<file path="config.mk">
export PLATFORM = sky130hd
export DESIGN_NAME = step_segment_planner_core
export DESIGN_NICKNAME = d
export VERILOG_FILES = /design/src/rtl/ssp_pkg.sv /design/src/rtl/ssp_div.sv /design/src/rtl/step_segment_planner_core.sv
export SDC_FILE = /design/constraint.sdc
export NUM_CORES = 2
export LEC_CHECK = 0
export BUFFER_PORTS_ARGS = -buffer_cell sky130_fd_sc_hd__clkbuf_2
export CORE_ASPECT_RATIO = 1.4
export CORE_MARGIN = 2
export CORE_UTILIZATION = 50
export DETAILED_ROUTE_END_ITERATION = 8
export PLACE_DENSITY = 0.69
export RECOVER_POWER = 25
export SLEW_MARGIN = 40
export SYNTH_ARGS = -nofsm -noshare
export SYNTH_HDL_FRONTEND = slang
export SYNTH_SLANG_ARGS = --single-unit
</file>
<file path="constraint.sdc">
create_clock -name clk -period 7.9 [get_ports clk]
set_input_delay 0.395 -clock clk [delete_from_list [all_inputs] [get_ports clk]]
set_output_delay 0.395 -clock clk [all_outputs]
set_load 0.02 [all_outputs]
</file>
<file path="src/rtl/ssp_pkg.sv">
// ----------------------------------------------------------------------------
// Step segment planner package
// Field widths, arithmetic widths and register indexes shared by the planner
// core, its serial divider and its port checker.
// ----------------------------------------------------------------------------
package ssp_pkg;

  // Motors and splitting.
  localparam int MOTORS    = 16;
  localparam int MOTOR_W   = 4;
  localparam int SPLIT_LOG = 5;             // a segment repeats at most 2**5 times

  // Field widths.
  localparam int POS_W   = 24;
  localparam int DELTA_W = POS_W + 1;
  localparam int MS_W    = 16;
  localparam int CLK_W   = 27;
  localparam int DIVR_W  = 15;
  localparam int STEP_W  = 12;
  localparam int MAG_W   = STEP_W + SPLIT_LOG;

  // Configuration port.
  localparam int CFG_IDX_W  = 2;
  localparam int CFG_DATA_W = CLK_W;
  localparam logic [CFG_IDX_W-1:0] REG_CLOCK_HZ   = 2'd0;
  localparam logic [CFG_IDX_W-1:0] REG_DIR_INVERT = 2'd1;
  localparam logic [CFG_IDX_W-1:0] REG_MAX_DIV    = 2'd2;
  localparam logic [CFG_IDX_W-1:0] REG_MAX_STEPS  = 2'd3;

  // Reset values of the registers.
  localparam logic [CLK_W-1:0]  CLOCK_HZ_RST  = 27'd25000000;
  localparam logic [DIVR_W-1:0] MAX_DIV_RST   = 15'd32767;
  localparam logic [STEP_W-1:0] MAX_STEPS_RST = 12'd4095;

  // Serial arithmetic.
  localparam int MS_PER_S = 1000;
  localparam int MUL_W    = MAG_W;          // multiplier operand, bit-serial
  localparam int PROD_W   = 43;             // covers clock_hz * move_msecs
  localparam int DEN_W    = CLK_W;          // widest divisor
  localparam int MCNT_W   = $clog2(MUL_W + 1);
  localparam int DCNT_W   = $clog2(PROD_W + 1);

endpackage

</file>
<file path="src/rtl/ssp_div.sv">
// ----------------------------------------------------------------------------
// Serial divider
// Restoring division, one quotient bit per cycle, shared by the three
// divisions of the planner.
// ----------------------------------------------------------------------------
module ssp_div (
  input  logic                            clk,
  input  logic                            rst,
  input  logic                            start,
  input  logic [ssp_pkg::PROD_W-1:0]      dividend,
  input  logic [ssp_pkg::DEN_W-1:0]       divisor,
  output logic                            done,
  output logic [ssp_pkg::PROD_W-1:0]      quotient
);

  logic [ssp_pkg::DEN_W:0]    rem;
  logic [ssp_pkg::PROD_W-1:0] quo;
  logic [ssp_pkg::DCNT_W-1:0] cnt;
  logic [ssp_pkg::DEN_W:0]    rem_shift;
  logic                       fits;

  // The dividend shifts out of the top of quo while quotient bits enter below.
  assign rem_shift = {rem[ssp_pkg::DEN_W-1:0], quo[ssp_pkg::PROD_W-1]};
  assign fits      = rem_shift >= {1'b0, divisor};
  assign quotient  = quo;

  always_ff @(posedge clk) begin
    if (rst) begin
      cnt  <= '0;
      done <= 1'b0;
    end else if (start) begin
      cnt  <= ssp_pkg::DCNT_W'(ssp_pkg::PROD_W);
      done <= 1'b0;
    end else if (cnt != '0) begin
      cnt  <= cnt - 1'b1;
      done <= (cnt == ssp_pkg::DCNT_W'(1));
    end else begin
      done <= 1'b0;
    end
  end

  always_ff @(posedge clk) begin
    if (start) begin
      rem <= '0;
      quo <= dividend;
    end else if (cnt != '0) begin
      rem <= fits ? (rem_shift - {1'b0, divisor}) : rem_shift;
      quo <= {quo[ssp_pkg::PROD_W-2:0], fits};
    end
  end

endmodule

</file>
<file path="src/rtl/step_segment_planner_core.sv">
// ----------------------------------------------------------------------------
// Step segment planner core
// Turns a move request into step segments (direction, steps, clock divider),
// plus a trailing wait segment when a clamped divider leaves time over.
// ----------------------------------------------------------------------------
//
//  Channel   Handshake              Payload
//  --------  ---------------------  -------------------------------------------
//  request   in_valid / in_stall    motor_index, target_position, move_msecs,
//                                   queue_empty, current_position
//  segment   out_valid / out_stall  motor_number, direction, step_count,
//                                   divider, is_wait, duration_ms, saturated,
//                                   last
//  config    cfg_write              cfg_index, cfg_data (no read-back)
//
// One request is worked at a time. The work is done by the bit-serial
// multiplier, which runs once or three times per moving request, and the
// shared serial divider, which runs two or three times; the third passes
// come only when the divider is clamped and the wait time must be found.
// A synchronous reset returns the sequencer and configuration registers
// to their reset values and clears every motor's last target.
// A stall on the segment side holds the current beat; no new request is
// taken until the last segment beat of the present one has left.

module step_segment_planner_core (
  input  logic                              clk,
  input  logic                              rst,
  // configuration
  input  logic                              cfg_write,
  input  logic [ssp_pkg::CFG_IDX_W-1:0]     cfg_index,
  input  logic [ssp_pkg::CFG_DATA_W-1:0]    cfg_data,
  // request channel
  input  logic                              in_valid,
  output logic                              in_stall,
  input  logic [ssp_pkg::MOTOR_W-1:0]       motor_index,
  input  logic signed [ssp_pkg::POS_W-1:0]  target_position,
  input  logic [ssp_pkg::MS_W-1:0]          move_msecs,
  input  logic                              queue_empty,
  input  logic signed [ssp_pkg::POS_W-1:0]  current_position,
  // segment channel
  output logic                              out_valid,
  input  logic                              out_stall,
  output logic [ssp_pkg::MOTOR_W-1:0]       motor_number,
  output logic                              direction,
  output logic [ssp_pkg::STEP_W-1:0]        step_count,
  output logic [ssp_pkg::DIVR_W-1:0]        divider,
  output logic                              is_wait,
  output logic [ssp_pkg::MS_W-1:0]          duration_ms,
  output logic                              saturated,
  output logic                              last
);

  // Sequencer states, one-hot.
  typedef enum logic [12:0] {
    ST_IDLE   = 13'b0000000000001,
    ST_MAG    = 13'b0000000000010,
    ST_SAT    = 13'b0000000000100,
    ST_MUL1   = 13'b0000000001000,
    ST_DIV1   = 13'b0000000010000,
    ST_DIV2   = 13'b0000000100000,
    ST_CLAMP  = 13'b0000001000000,
    ST_MUL2   = 13'b0000010000000,
    ST_MUL3   = 13'b0000100000000,
    ST_DIV3   = 13'b0001000000000,
    ST_REMAIN = 13'b0010000000000,
    ST_SPLIT  = 13'b0100000000000,
    ST_EMIT   = 13'b1000000000000
  } state_t;

  localparam logic [ssp_pkg::MUL_W-1:0]  MS_PER_S_MUL = ssp_pkg::MUL_W'(ssp_pkg::MS_PER_S);
  localparam logic [ssp_pkg::DEN_W-1:0]  MS_PER_S_DEN = ssp_pkg::DEN_W'(ssp_pkg::MS_PER_S);
  localparam logic [ssp_pkg::MCNT_W-1:0] MUL_STEPS    = ssp_pkg::MCNT_W'(ssp_pkg::MUL_W);
  localparam int                         SPLIT_CNT_W  = $clog2(ssp_pkg::SPLIT_LOG + 1);
  localparam int                         REPS_W       = ssp_pkg::SPLIT_LOG + 1;

  // Configuration registers.
  logic [ssp_pkg::CLK_W-1:0]  clock_hz;
  logic                       direction_invert;
  logic [ssp_pkg::DIVR_W-1:0] max_div;
  logic [ssp_pkg::STEP_W-1:0] max_steps;

  // Per-motor last target.
  logic signed [ssp_pkg::POS_W-1:0] last_target [ssp_pkg::MOTORS];

  state_t state;

  // Request and segment registers.
  logic [ssp_pkg::MOTOR_W-1:0]        mi;
  logic [ssp_pkg::MS_W-1:0]           ms;
  logic signed [ssp_pkg::DELTA_W-1:0] delta;
  logic [ssp_pkg::POS_W-1:0]          mag;
  logic [ssp_pkg::MAG_W-1:0]          steps;
  logic [SPLIT_CNT_W-1:0]             split_cnt;
  logic [REPS_W-1:0]                  reps_left;
  logic [ssp_pkg::DIVR_W-1:0]         divv;
  logic [ssp_pkg::MS_W-1:0]           wait_ms;
  logic                               dir;
  logic                               sat;
  logic                               wait_beat;

  // Bit-serial multiplier.
  logic [ssp_pkg::PROD_W-1:0]         mcand;
  logic [ssp_pkg::MUL_W-1:0]          mplier;
  logic [ssp_pkg::PROD_W-1:0]         acc;
  logic [ssp_pkg::MCNT_W-1:0]         mcnt;

  // Shared divider.
  logic                               div_start;
  logic                               div_done;
  logic [ssp_pkg::PROD_W-1:0]         div_dividend;
  logic [ssp_pkg::DEN_W-1:0]          div_divisor;
  logic [ssp_pkg::PROD_W-1:0]         div_quo;

  logic                               in_accept;
  logic                               out_accept;
  logic [ssp_pkg::STEP_W-1:0]         lim;
  logic [ssp_pkg::MAG_W-1:0]          cap;
  logic signed [ssp_pkg::POS_W-1:0]   ref_pos;
  logic [ssp_pkg::DELTA_W-1:0]        delta_neg;

  assign in_accept  = in_valid && !in_stall;
  assign out_accept = out_valid && !out_stall;

  // A zero step limit acts as one; the magnitude is capped at 2**SPLIT_LOG * limit.
  assign lim = (max_steps == '0) ? ssp_pkg::STEP_W'(1) : max_steps;
  assign cap = ssp_pkg::MAG_W'(lim) << ssp_pkg::SPLIT_LOG;

  assign ref_pos   = queue_empty ? current_position : last_target[motor_index];
  assign delta_neg = -delta;

  // Configuration writes.
  always_ff @(posedge clk) begin
    if (rst) begin
      clock_hz         <= ssp_pkg::CLOCK_HZ_RST;
      direction_invert <= 1'b0;
      max_div          <= ssp_pkg::MAX_DIV_RST;
      max_steps        <= ssp_pkg::MAX_STEPS_RST;
    end else if (cfg_write) begin
      unique case (cfg_index)
        ssp_pkg::REG_CLOCK_HZ:   clock_hz         <= cfg_data[ssp_pkg::CLK_W-1:0];
        ssp_pkg::REG_DIR_INVERT: direction_invert <= cfg_data[0];
        ssp_pkg::REG_MAX_DIV:    max_div          <= cfg_data[ssp_pkg::DIVR_W-1:0];
        ssp_pkg::REG_MAX_STEPS:  max_steps        <= cfg_data[ssp_pkg::STEP_W-1:0];
        default: ;
      endcase
    end
  end

  // The request's target becomes the motor's last target as it is taken.
  always_ff @(posedge clk) begin
    if (rst) begin
      for (int i = 0; i < ssp_pkg::MOTORS; i++) begin
        last_target[i] <= '0;
      end
    end else if (in_accept) begin
      last_target[motor_index] <= target_position;
    end
  end

  // Divider operands follow the state that owns the division.
  always_comb begin
    div_dividend = acc;
    div_divisor  = MS_PER_S_DEN;
    if (state == ST_DIV2) begin
      div_divisor = ssp_pkg::DEN_W'(mag);
    end else if (state == ST_DIV3) begin
      div_divisor = clock_hz;
    end
  end

  ssp_div u_div (
    .clk      (clk),
    .rst      (rst),
    .start    (div_start),
    .dividend (div_dividend),
    .divisor  (div_divisor),
    .done     (div_done),
    .quotient (div_quo)
  );

  // Sequencer.
  always_ff @(posedge clk) begin
    if (rst) begin
      state     <= ST_IDLE;
      div_start <= 1'b0;
    end else begin
      div_start <= 1'b0;
      unique case (state)
        ST_IDLE: begin
          if (in_accept) begin
            state <= ST_MAG;
          end
        end
        ST_MAG: begin
          // A zero delta yields no segment.
          state <= (delta == '0) ? ST_IDLE : ST_SAT;
        end
        ST_SAT: begin
          state <= ST_MUL1;
        end
        ST_MUL1: begin
          if (mcnt == ssp_pkg::MCNT_W'(1)) begin
            state     <= ST_DIV1;
            div_start <= 1'b1;
          end
        end
        ST_DIV1: begin
          if (div_done) begin
            state     <= ST_DIV2;
            div_start <= 1'b1;
          end
        end
        ST_DIV2: begin
          if (div_done) begin
            state <= ST_CLAMP;
          end
        end
        ST_CLAMP: begin
          if (acc > ssp_pkg::PROD_W'(max_div) && clock_hz != '0) begin
            state <= ST_MUL2;
          end else begin
            state <= ST_SPLIT;
          end
        end
        ST_MUL2: begin
          if (mcnt == ssp_pkg::MCNT_W'(1)) begin
            state <= ST_MUL3;
          end
        end
        ST_MUL3: begin
          if (mcnt == ssp_pkg::MCNT_W'(1)) begin
            state     <= ST_DIV3;
            div_start <= 1'b1;
          end
        end
        ST_DIV3: begin
          if (div_done) begin
            state <= ST_REMAIN;
          end
        end
        ST_REMAIN: begin
          state <= ST_SPLIT;
        end
        ST_SPLIT: begin
          if (!(steps > ssp_pkg::MAG_W'(lim) &&
                split_cnt != SPLIT_CNT_W'(ssp_pkg::SPLIT_LOG))) begin
            state <= ST_EMIT;
          end
        end
        ST_EMIT: begin
          if (out_accept && (wait_beat || (reps_left == REPS_W'(1) && wait_ms == '0))) begin
            state <= ST_IDLE;
          end
        end
        default: state <= ST_IDLE;
      endcase
    end
  end

  // Datapath.
  always_ff @(posedge clk) begin
    case (state)
      ST_IDLE: begin
        if (in_accept) begin
          mi    <= motor_index;
          ms    <= move_msecs;
          delta <= ssp_pkg::DELTA_W'(target_position) - ssp_pkg::DELTA_W'(ref_pos);
        end
      end
      ST_MAG: begin
        mag <= delta[ssp_pkg::DELTA_W-1] ? delta_neg[ssp_pkg::POS_W-1:0]
                                         : delta[ssp_pkg::POS_W-1:0];
        dir <= !delta[ssp_pkg::DELTA_W-1] ^ direction_invert;
      end
      ST_SAT: begin
        // Clamp the magnitude and start clock_hz * move_msecs.
        if (mag > ssp_pkg::POS_W'(cap)) begin
          mag <= ssp_pkg::POS_W'(cap);
          sat <= 1'b1;
        end else begin
          sat <= 1'b0;
        end
        steps     <= (mag > ssp_pkg::POS_W'(cap)) ? cap : mag[ssp_pkg::MAG_W-1:0];
        split_cnt <= '0;
        mcand     <= ssp_pkg::PROD_W'(clock_hz);
        mplier    <= ssp_pkg::MUL_W'(ms);
        acc       <= '0;
        mcnt      <= MUL_STEPS;
      end
      ST_MUL1, ST_MUL2, ST_MUL3: begin
        acc    <= acc + (mplier[0] ? mcand : '0);
        mcand  <= mcand << 1;
        mplier <= mplier >> 1;
        mcnt   <= mcnt - 1'b1;
        // At the end of max_div * magnitude, chain into the product times 1000.
        if (state == ST_MUL2 && mcnt == ssp_pkg::MCNT_W'(1)) begin
          mcand  <= '0;
          mplier <= MS_PER_S_MUL;
          mcnt   <= MUL_STEPS;
          mcand  <= acc + (mplier[0] ? mcand : '0);
          acc    <= '0;
        end
      end
      ST_DIV1, ST_DIV2, ST_DIV3: begin
        if (div_done) begin
          acc <= div_quo;
        end
      end
      ST_CLAMP: begin
        wait_ms <= '0;
        if (acc > ssp_pkg::PROD_W'(max_div)) begin
          divv   <= max_div;
          // Time actually covered is max_div * magnitude * 1000 / clock_hz.
          mcand  <= ssp_pkg::PROD_W'(max_div);
          mplier <= mag[ssp_pkg::MAG_W-1:0];
          acc    <= '0;
          mcnt   <= MUL_STEPS;
        end else begin
          divv <= acc[ssp_pkg::DIVR_W-1:0];
        end
      end
      ST_REMAIN: begin
        if (acc < ssp_pkg::PROD_W'(ms)) begin
          wait_ms <= ms - acc[ssp_pkg::MS_W-1:0];
        end
      end
      ST_SPLIT: begin
        if (steps > ssp_pkg::MAG_W'(lim) &&
            split_cnt != SPLIT_CNT_W'(ssp_pkg::SPLIT_LOG)) begin
          steps     <= steps >> 1;
          split_cnt <= split_cnt + 1'b1;
        end else begin
          if (steps > ssp_pkg::MAG_W'(lim)) begin
            steps <= ssp_pkg::MAG_W'(lim);
          end
          reps_left <= REPS_W'(1) << split_cnt;
          wait_beat <= 1'b0;
        end
      end
      ST_EMIT: begin
        if (out_accept && !wait_beat) begin
          if (reps_left == REPS_W'(1)) begin
            wait_beat <= 1'b1;
          end else begin
            reps_left <= reps_left - 1'b1;
          end
        end
      end
      default: ;
    endcase
  end

  // Segment beat, held steady by registers while stalled.
  assign in_stall     = (state != ST_IDLE);
  assign out_valid    = (state == ST_EMIT);
  assign motor_number = mi;
  assign direction    = dir;
  assign step_count   = wait_beat ? '0 : steps[ssp_pkg::STEP_W-1:0];
  assign divider      = divv;
  assign is_wait      = wait_beat;
  assign duration_ms  = wait_beat ? wait_ms : ms;
  assign saturated    = sat;
  assign last         = wait_beat || (reps_left == REPS_W'(1) && wait_ms == '0);

endmodule

</file>
# Yosys cells after proc, flatten, opt, wreduce, memory -nomap -nowiden
# Memories as Yosys holds them, arrays and structs flattened.
# Cells that the tools add are included.
[word_totals]
register_bits = 383
mem_bits_rw = 384
inputBits = 103
output_inout_bits = 53
word_cells = 199
mem_count = 1
[memory_table]
columns = ["memory", "words", "word_bits", "read_ports", "rd_ports_with_merged_regs", "write_ports", "line", "text"]
rows = [
  ["last_target", 16, 24, 1, 0, 16, "step_segment_planner_core.sv:83", "logic signed [ssp_pkg::POS_W-1:0] last_target [ssp_pkg::MOTORS];"],
]
[op_classes]
addsub = 9
n_lt_le_gt_ge = 5
eq_ne = 39
shifts = 1
muxes = 69
bitwise = 2
reduce_logical = 46
[op_table]
columns = ["op", "n"]
rows = [
  ["two-way mux 43 bit", 8],
  ["one-hot mux 43 bit (4 select lines)", 1],
  ["one-hot mux 13 bit (13 select lines)", 1],
  ["one-hot mux 43 bit (3 select lines)", 1],
  ["two-way mux 13 bit", 9],
  ["two-way mux 24 bit", 4],
  ["two-way mux 27 bit", 3],
  ["two-way mux 17 bit", 4],
  ["one-hot mux 17 bit (3 select lines)", 1],
  ["two-way mux 16 bit", 3],
  ["one-hot mux 24 bit (2 select lines)", 1],
  ["adder 43 bit", 1],
  ["greater-than comparator 43 x 15 -> 1 bit", 1],
  ["< comparator 43 x 16 -> 1 bit", 1],
  ["two-way mux 12 bit", 3],
  ["one-hot mux 17 bit (2 select lines)", 1],
  ["one-hot mux 16 bit (2 select lines)", 1],
  ["two-way mux 6 bit", 5],
  ["greater-or-equal comparator 28 x 27 -> 1 bit", 1],
  ["nonzero test 27 bit", 1],
  ["subtractor 27 bit", 1],
  ["logical NOT 25 bit", 1],
  ["subtractor 24 x 24 -> 25 bit", 1],
  ["greater-than comparator 24 x 17 -> 1 bit", 1],
  ["56 further kinds", 116],
]

# Depth between registers and ports, before layout
[logic_depth]
depth_word = 8
depth_mapped = 22
depth_no_buf = 18

# Cells and area by module
# A second synthesis with hierarchy kept.
[unflattened]
cells_unflattened = 3587
area_unflattened_um2 = 41593.6
[by_module_without_submodules]
columns = ["mod", "instances", "cells_each", "area_each_um2", "seq_area_each_um2"]
rows = [
  ["step_segment_planner_core", 1, 3081, 36576.3, 20029.2],
  ["ssp_div", 1, 506, 5017.3, 1971.9],
]

# Least setup slack after synthesis
# No wires, ideal clock.
[synth_path]
path_kind = "register -> register"
start = "reg state[4]"
end = "reg mcand[0] (netlist name), enable pin"
setup_time_ns = 0.510
arrival_time_ns = 5.504
t_required_ns = 7.390
setup_slack_ns = 1.886
path_stages_with_launch = 10
n_path_buf = 3
period_less_slack_ns = 6.014
cell_sequence = "dfxtp_1 > clkbuf_1 > nor4_1 > nand2_1 > or4_1 > nor3b_2 > nor2_1 > clkbuf_1 > buf_2 > a21oi_1"
[synth_via]
elab_chain_len = 4
elab_cells_between_ends = 9
classes_between = "eq/ne: 6; reduce/logical: 3"
[synth_rtl]
columns = ["item", "line", "text"]
rows = [
  ["start: declaration", "step_segment_planner_core.sv:85", "state_t state;"],
  ["start signal: assignment", "step_segment_planner_core.sv:196", "state <= (delta == '0) ? ST_IDLE : ST_SAT;"],
  ["== test 13 x 8 -> 1 bit, or another cell as far along", "step_segment_planner_core.sv:262", "case (state)"],
  ["OR reduction 3 bit", "step_segment_planner_core.sv:262", ""],
  ["nonzero test 3 bit (no source line)", "-", ""],
  ["AND reduction 2 bit (no source line) *", "-", ""],
  ["end signal: assignment", "step_segment_planner_core.sv:285", "mcand <= ssp_pkg::PROD_W'(clock_hz);"],
  ["end signal: assignment", "step_segment_planner_core.sv:292", "mcand <= mcand << 1;"],
  ["end signal: assignment", "step_segment_planner_core.sv:300", "mcand <= acc + (mplier[0] ? mcand : '0);"],
  ["end: declaration", "step_segment_planner_core.sv:102", "logic [ssp_pkg::PROD_W-1:0] mcand;"],
]
# Every way passes the cells marked *; elsewhere a longest branch is shown, timed or not.
# A chain may end at the register's enable or synchronous reset.

# Worst setup path after layout
[layout_path]
start = "in motor_index[2] (netlist name)"
end = "reg delta[22] (netlist name) (data pin)"
[layout_via]
elab_chain_len = 3
[layout_rtl]
columns = ["item", "line", "text"]
rows = [
  ["start: declaration", "step_segment_planner_core.sv:35", "input logic [ssp_pkg::MOTOR_W-1:0] motor_index,"],
  ["memory (16 x 24 bit)", "-", ""],
  ["two-way mux 24 bit", "step_segment_planner_core.sv:128", "assign ref_pos = queue_empty ? current_position : last_target[motor_index];"],
  ["subtractor 24 x 24 -> 25 bit", "step_segment_planner_core.sv:267", "delta <= ssp_pkg::DELTA_W'(target_position) - ssp_pkg::DELTA_W'(ref_pos);"],
  ["end signal: assignment", "step_segment_planner_core.sv:267", ""],
  ["end: declaration", "step_segment_planner_core.sv:90", "logic signed [ssp_pkg::DELTA_W-1:0] delta;"],
]
# Every way passes these cells.

==> qor.csv <==
stage,metric,value,unit
power_and_ir_drop,clock power share,0.343,
power_and_ir_drop,sw power,3.22,mW
power_and_ir_drop,Flop pwr share,0.459,
global_route,pin count of the biggest net entering global routing,61,
drt,drt total wl,122,mm
synthesis,Synth area leader,edfxtp_1,
floorplanning,floorplan core area,0.0816,sq mm
critical_path,Crit Path Max Fanout,40,
synthesis,most frequent cell after synthesis,edfxtp_1,
synthesis,syn nets,3786,
power_and_ir_drop,internal power,7.99,mW
floorplanning,Initial Utilization,0.505,
floorplanning,I/O Pins,156,
power_and_ir_drop,power density of the placed cells,244,mW/mm^2
clock_network,PostCTS Resize Cnt,0,
synthesis,top post-synthesis cells by count,"edfxtp_1, and2_1, nand2_1, ha_1, clkbuf_1",
synthesis,"FFs w/ async S/R, synth",0,
global_route,number of global-route vias before repair,29200,
clock_network,CTS hold repair buffers,25,
drt,DRC violations left,0,
outcome,status,"complete, but fails checks",
critical_path,critical path endpoint category,flop,
hold_path,worst hold path type,in2reg,
sta,fmax,161,MHz
placed_design,placed inst area,0.0434,sq mm
critical_path,startpoint types,input pin,
clock_network,CTS Root Cell,clkbuf_16,
global_route,All-Layer GR Usage,0.288,
critical_path,number of buffers and inverters on the critical path,2,
cells_and_area,Area Overhead vs Synth,11.7,%
synthesis,post-synth cell types,84,
placed_design,port buffer count,155,
clock_network,H-Tree Depth,3,
placed_design,DP HPWL,80.6,mm
sta,final hold viol count,0,
floorplanning,die area,0.0848,sq mm
clock_network,"Reg clk slew, reported paths",60,ps
sta,Final Skew,22.1,ps
outcome,failing checks,"capacitance limit, slew limit",
synthesis,Main synth FF type,edfxtp_1,
placed_design,GPL Wtd Cong,0.951,
global_route,"Most Used Layer, Global Route",met2,
synthesis,syn_area_per_cell,11.8,sq um
drt,Antenna Nets Post-Route,0,
critical_path,WP data required,8290,ps
critical_path,worst endpoint data arrival time,6610,ps
power_and_ir_drop,leakage,17.8,nW
global_route,met3 usage,0.0401,
sta,fin crit share,0.787,
critical_path,CP peak stage delay,2520,ps
clock_network,setup bufs post-CTS,0,
global_route,routing usage on met1,0.345,
critical_path,"Slowest-stage cell, CP",clkbuf_1,
power_and_ir_drop,combinational fraction of design power,0.198,
sta,Slew HR,-1.40,
synthesis,post-synthesis sequential area ratio,0.534,
clock_network,"Clk Latency, worst-skew pair",660,ps
clock_network,Sink Count,767,
floorplanning,row count,124,
drt,DRT iter0 DRCs,2659,
critical_path,"delay-heaviest family, CP",buffers and inverters,
synthesis,Synth top area share,0.484,
sta,Final setup viols,0,
cells_and_area,Final Cell Area,0.0460,sq mm
global_route,grt ovf,0,
power_and_ir_drop,Peak supply drop,0.205,mV
cells_and_area,Antenna Cells,0,
sta,RSZ-0062 raised after global routing,no,
sta,final setup TNS,0,ps
global_route,initial antenna violation count,0,
synthesis,synthesized flop and latch total,767,
clock_network,CTS tree,built,
sta,Final Max Slew Viols,620,
clock_network,Clock Path Buffers,3,
critical_path,sequence of cells on the critical path,"clkbuf_2, clkbuf_1, mux4_2, mux2_1, ha_1, fa_1, nor2b_1, o21ai_0, a21oi_1, or3_1, a32o_1, o221a_2, o21ai_0, o21bai_1, a21oi_1, xnor2_1",
floorplanning,die height,344,microns
synthesis,Syn Std Cell Area,0.0412,sq mm
synthesis,number of flops mapped to enable cells by yosys,664,
synthesis,Cells after Synth,3503,
floorplanning,Horiz. Die Dim,247,microns
sta,worst slew pin tran,3600,ps
power_and_ir_drop,Sw Ratio,0.287,
global_route,met2 track demand over resource,0.496,
global_route,global-route wire length before repair,181,mm
critical_path,kind of critical path,in2reg,
drt,drt wl/cell,25.6,microns
job,max_cap viols,16,
clock_network,CTS Buf Count,76,
cells_and_area,share of layout cells above drive strength 1,0.132,
drt,DRT Pass-1 Iters,8,
sta,Period minus WS final,6220,ps
drt,total number of vias,29000,
synthesis,"top cells by area, synth","edfxtp_1, mux4_2, and2_1",
synthesis,Yosys warnings,0,
cells_and_area,NumNets Final,3905,
drt,Vias/cell,6.11,
-- logic make-up (layout without fill, tap and decap cells) --
kind of cell	after synthesis	after routing	synth area share
adder cells (fa/ha/maj)	180	180	0.0554
XOR/XNOR	127	127	0.0270
AO/OA/AOI/OAI	665	665	0.107
flip-flops	767	767	0.534
multiplexers	209	209	0.0885
AND/OR/NAND/NOR	1231	1231	0.158
buffers and inverters	324	507	0.0303
-- worst register-to-register path, stage by stage, from the launching register on --
cell and delay [ps]:
dfxtp_1 360, nor4_1 390, nand2_1 180, or4_1 550, nor3b_4 200, clkbuf_1 1770, inv_1 1080, nor2_1 530
a21oi_4 210, buf_4 440
-- cell type report --
cell class / instances / area [sq um]
inverter: 121 / 455
multi-input combinational: 2412 / 18200
timing repair buffer: 244 / 1410
fill: 6964 / 35600
tap: 1071 / 1340
clock buffer: 100 / 2090
clock inverter: 42 / 510
sequential: 767 / 22000
-- placed cells by master, fill, tap and decap left out, types with 34 or more instances in the layout --
cell type	synthesis	final
and2_1	406	405
xor2_1	56	56
nor3_1	79	75
nor2_1	168	156
a22oi_1	46	46
nand3b_1	34	34
a21oi_1	148	147
mux4_2	120	120
clkbuf_1	172	91
mux2i_1	46	46
dfxtp_1	103	102
nor4_1	44	42
clkbuf_2	6	99
buf_4	3	38
nand2_1	304	303
o21ai_0	162	149
nand3_1	48	47
a21o_1	62	61
mux2_2	43	42
inv_1	118	117
a22o_1	60	60
nor2b_1	34	34
xnor2_1	71	71
clkbuf_16	0	77
edfxtp_1	664	664
ha_1	176	176
-- per-stage QoR --
step	power, mW	hold WS [ps]	utilization	std cells	setup slack (ps)
detailed placement	7.41	482	0.532	4590	2790
finish	11.2	19.5	0.564	4757	1680
floorplan	6.75	453	-	3503	1890
global route	11.6	28.1	0.564	4757	1210
global placement	7.36	470	0.530	4586	2520
CTS	11.2	1.12	0.567	4757	2780
-- metal layers --
layer | part of all wire | vias to the layer above
li1 | - | 13200
met1 | 0.37 | 14200
met2 | 0.50 | 1269
met3 | 0.074 | 340
met4 | 0.063 | 0
met5 | 0 | -
-- worst paths after layout --
path                                             endpoint  slack [ps]               startpoint  cells past startpoint
worst max register to register      mcnt[2]$_SDFFCE_PP0P_        1800    state[2]$_SDFFE_PP0P_                      9
worst max-delay path                  delta[22]$_DFFE_PP_        1680           motor_index[2]                     16
worst min register to register    max_div[9]$_SDFFE_PP1P_         500  max_div[9]$_SDFFE_PP1P_                      2
worst min-delay path            clock_hz[20]$_SDFFE_PP1P_          20             cfg_data[20]                      3
-- power by group through the flow --
stage / Combinational, mW / Sequential, mW / Clock (mW)
2_1_floorplan: 1.64 / 5.10 / 0
3_3_place_gp: 2.14 / 5.21 / 0
3_5_place_dp: 2.20 / 5.21 / 0
4_1_cts: 2.21 / 5.13 / 3.88
5_1_grt: 2.45 / 5.19 / 4.01
6_report: 2.22 / 5.15 / 3.84
-- state kept, by name (all words and copies together), names as in the netlist, 4 cells and up --
register	cells
max_steps	12
mag	24
max_div	15
state	13
motor_number	4
last_target	384
wait_ms	16
ms	16
clock_hz	27
mcnt	5
mcand	43
divider	15
u_div.quotient	43
acc	43
u_div.rem	27
mplier	17
reps_left	6
delta	25
u_div.cnt	6
steps	17
(Power assumes the default switching activity.)
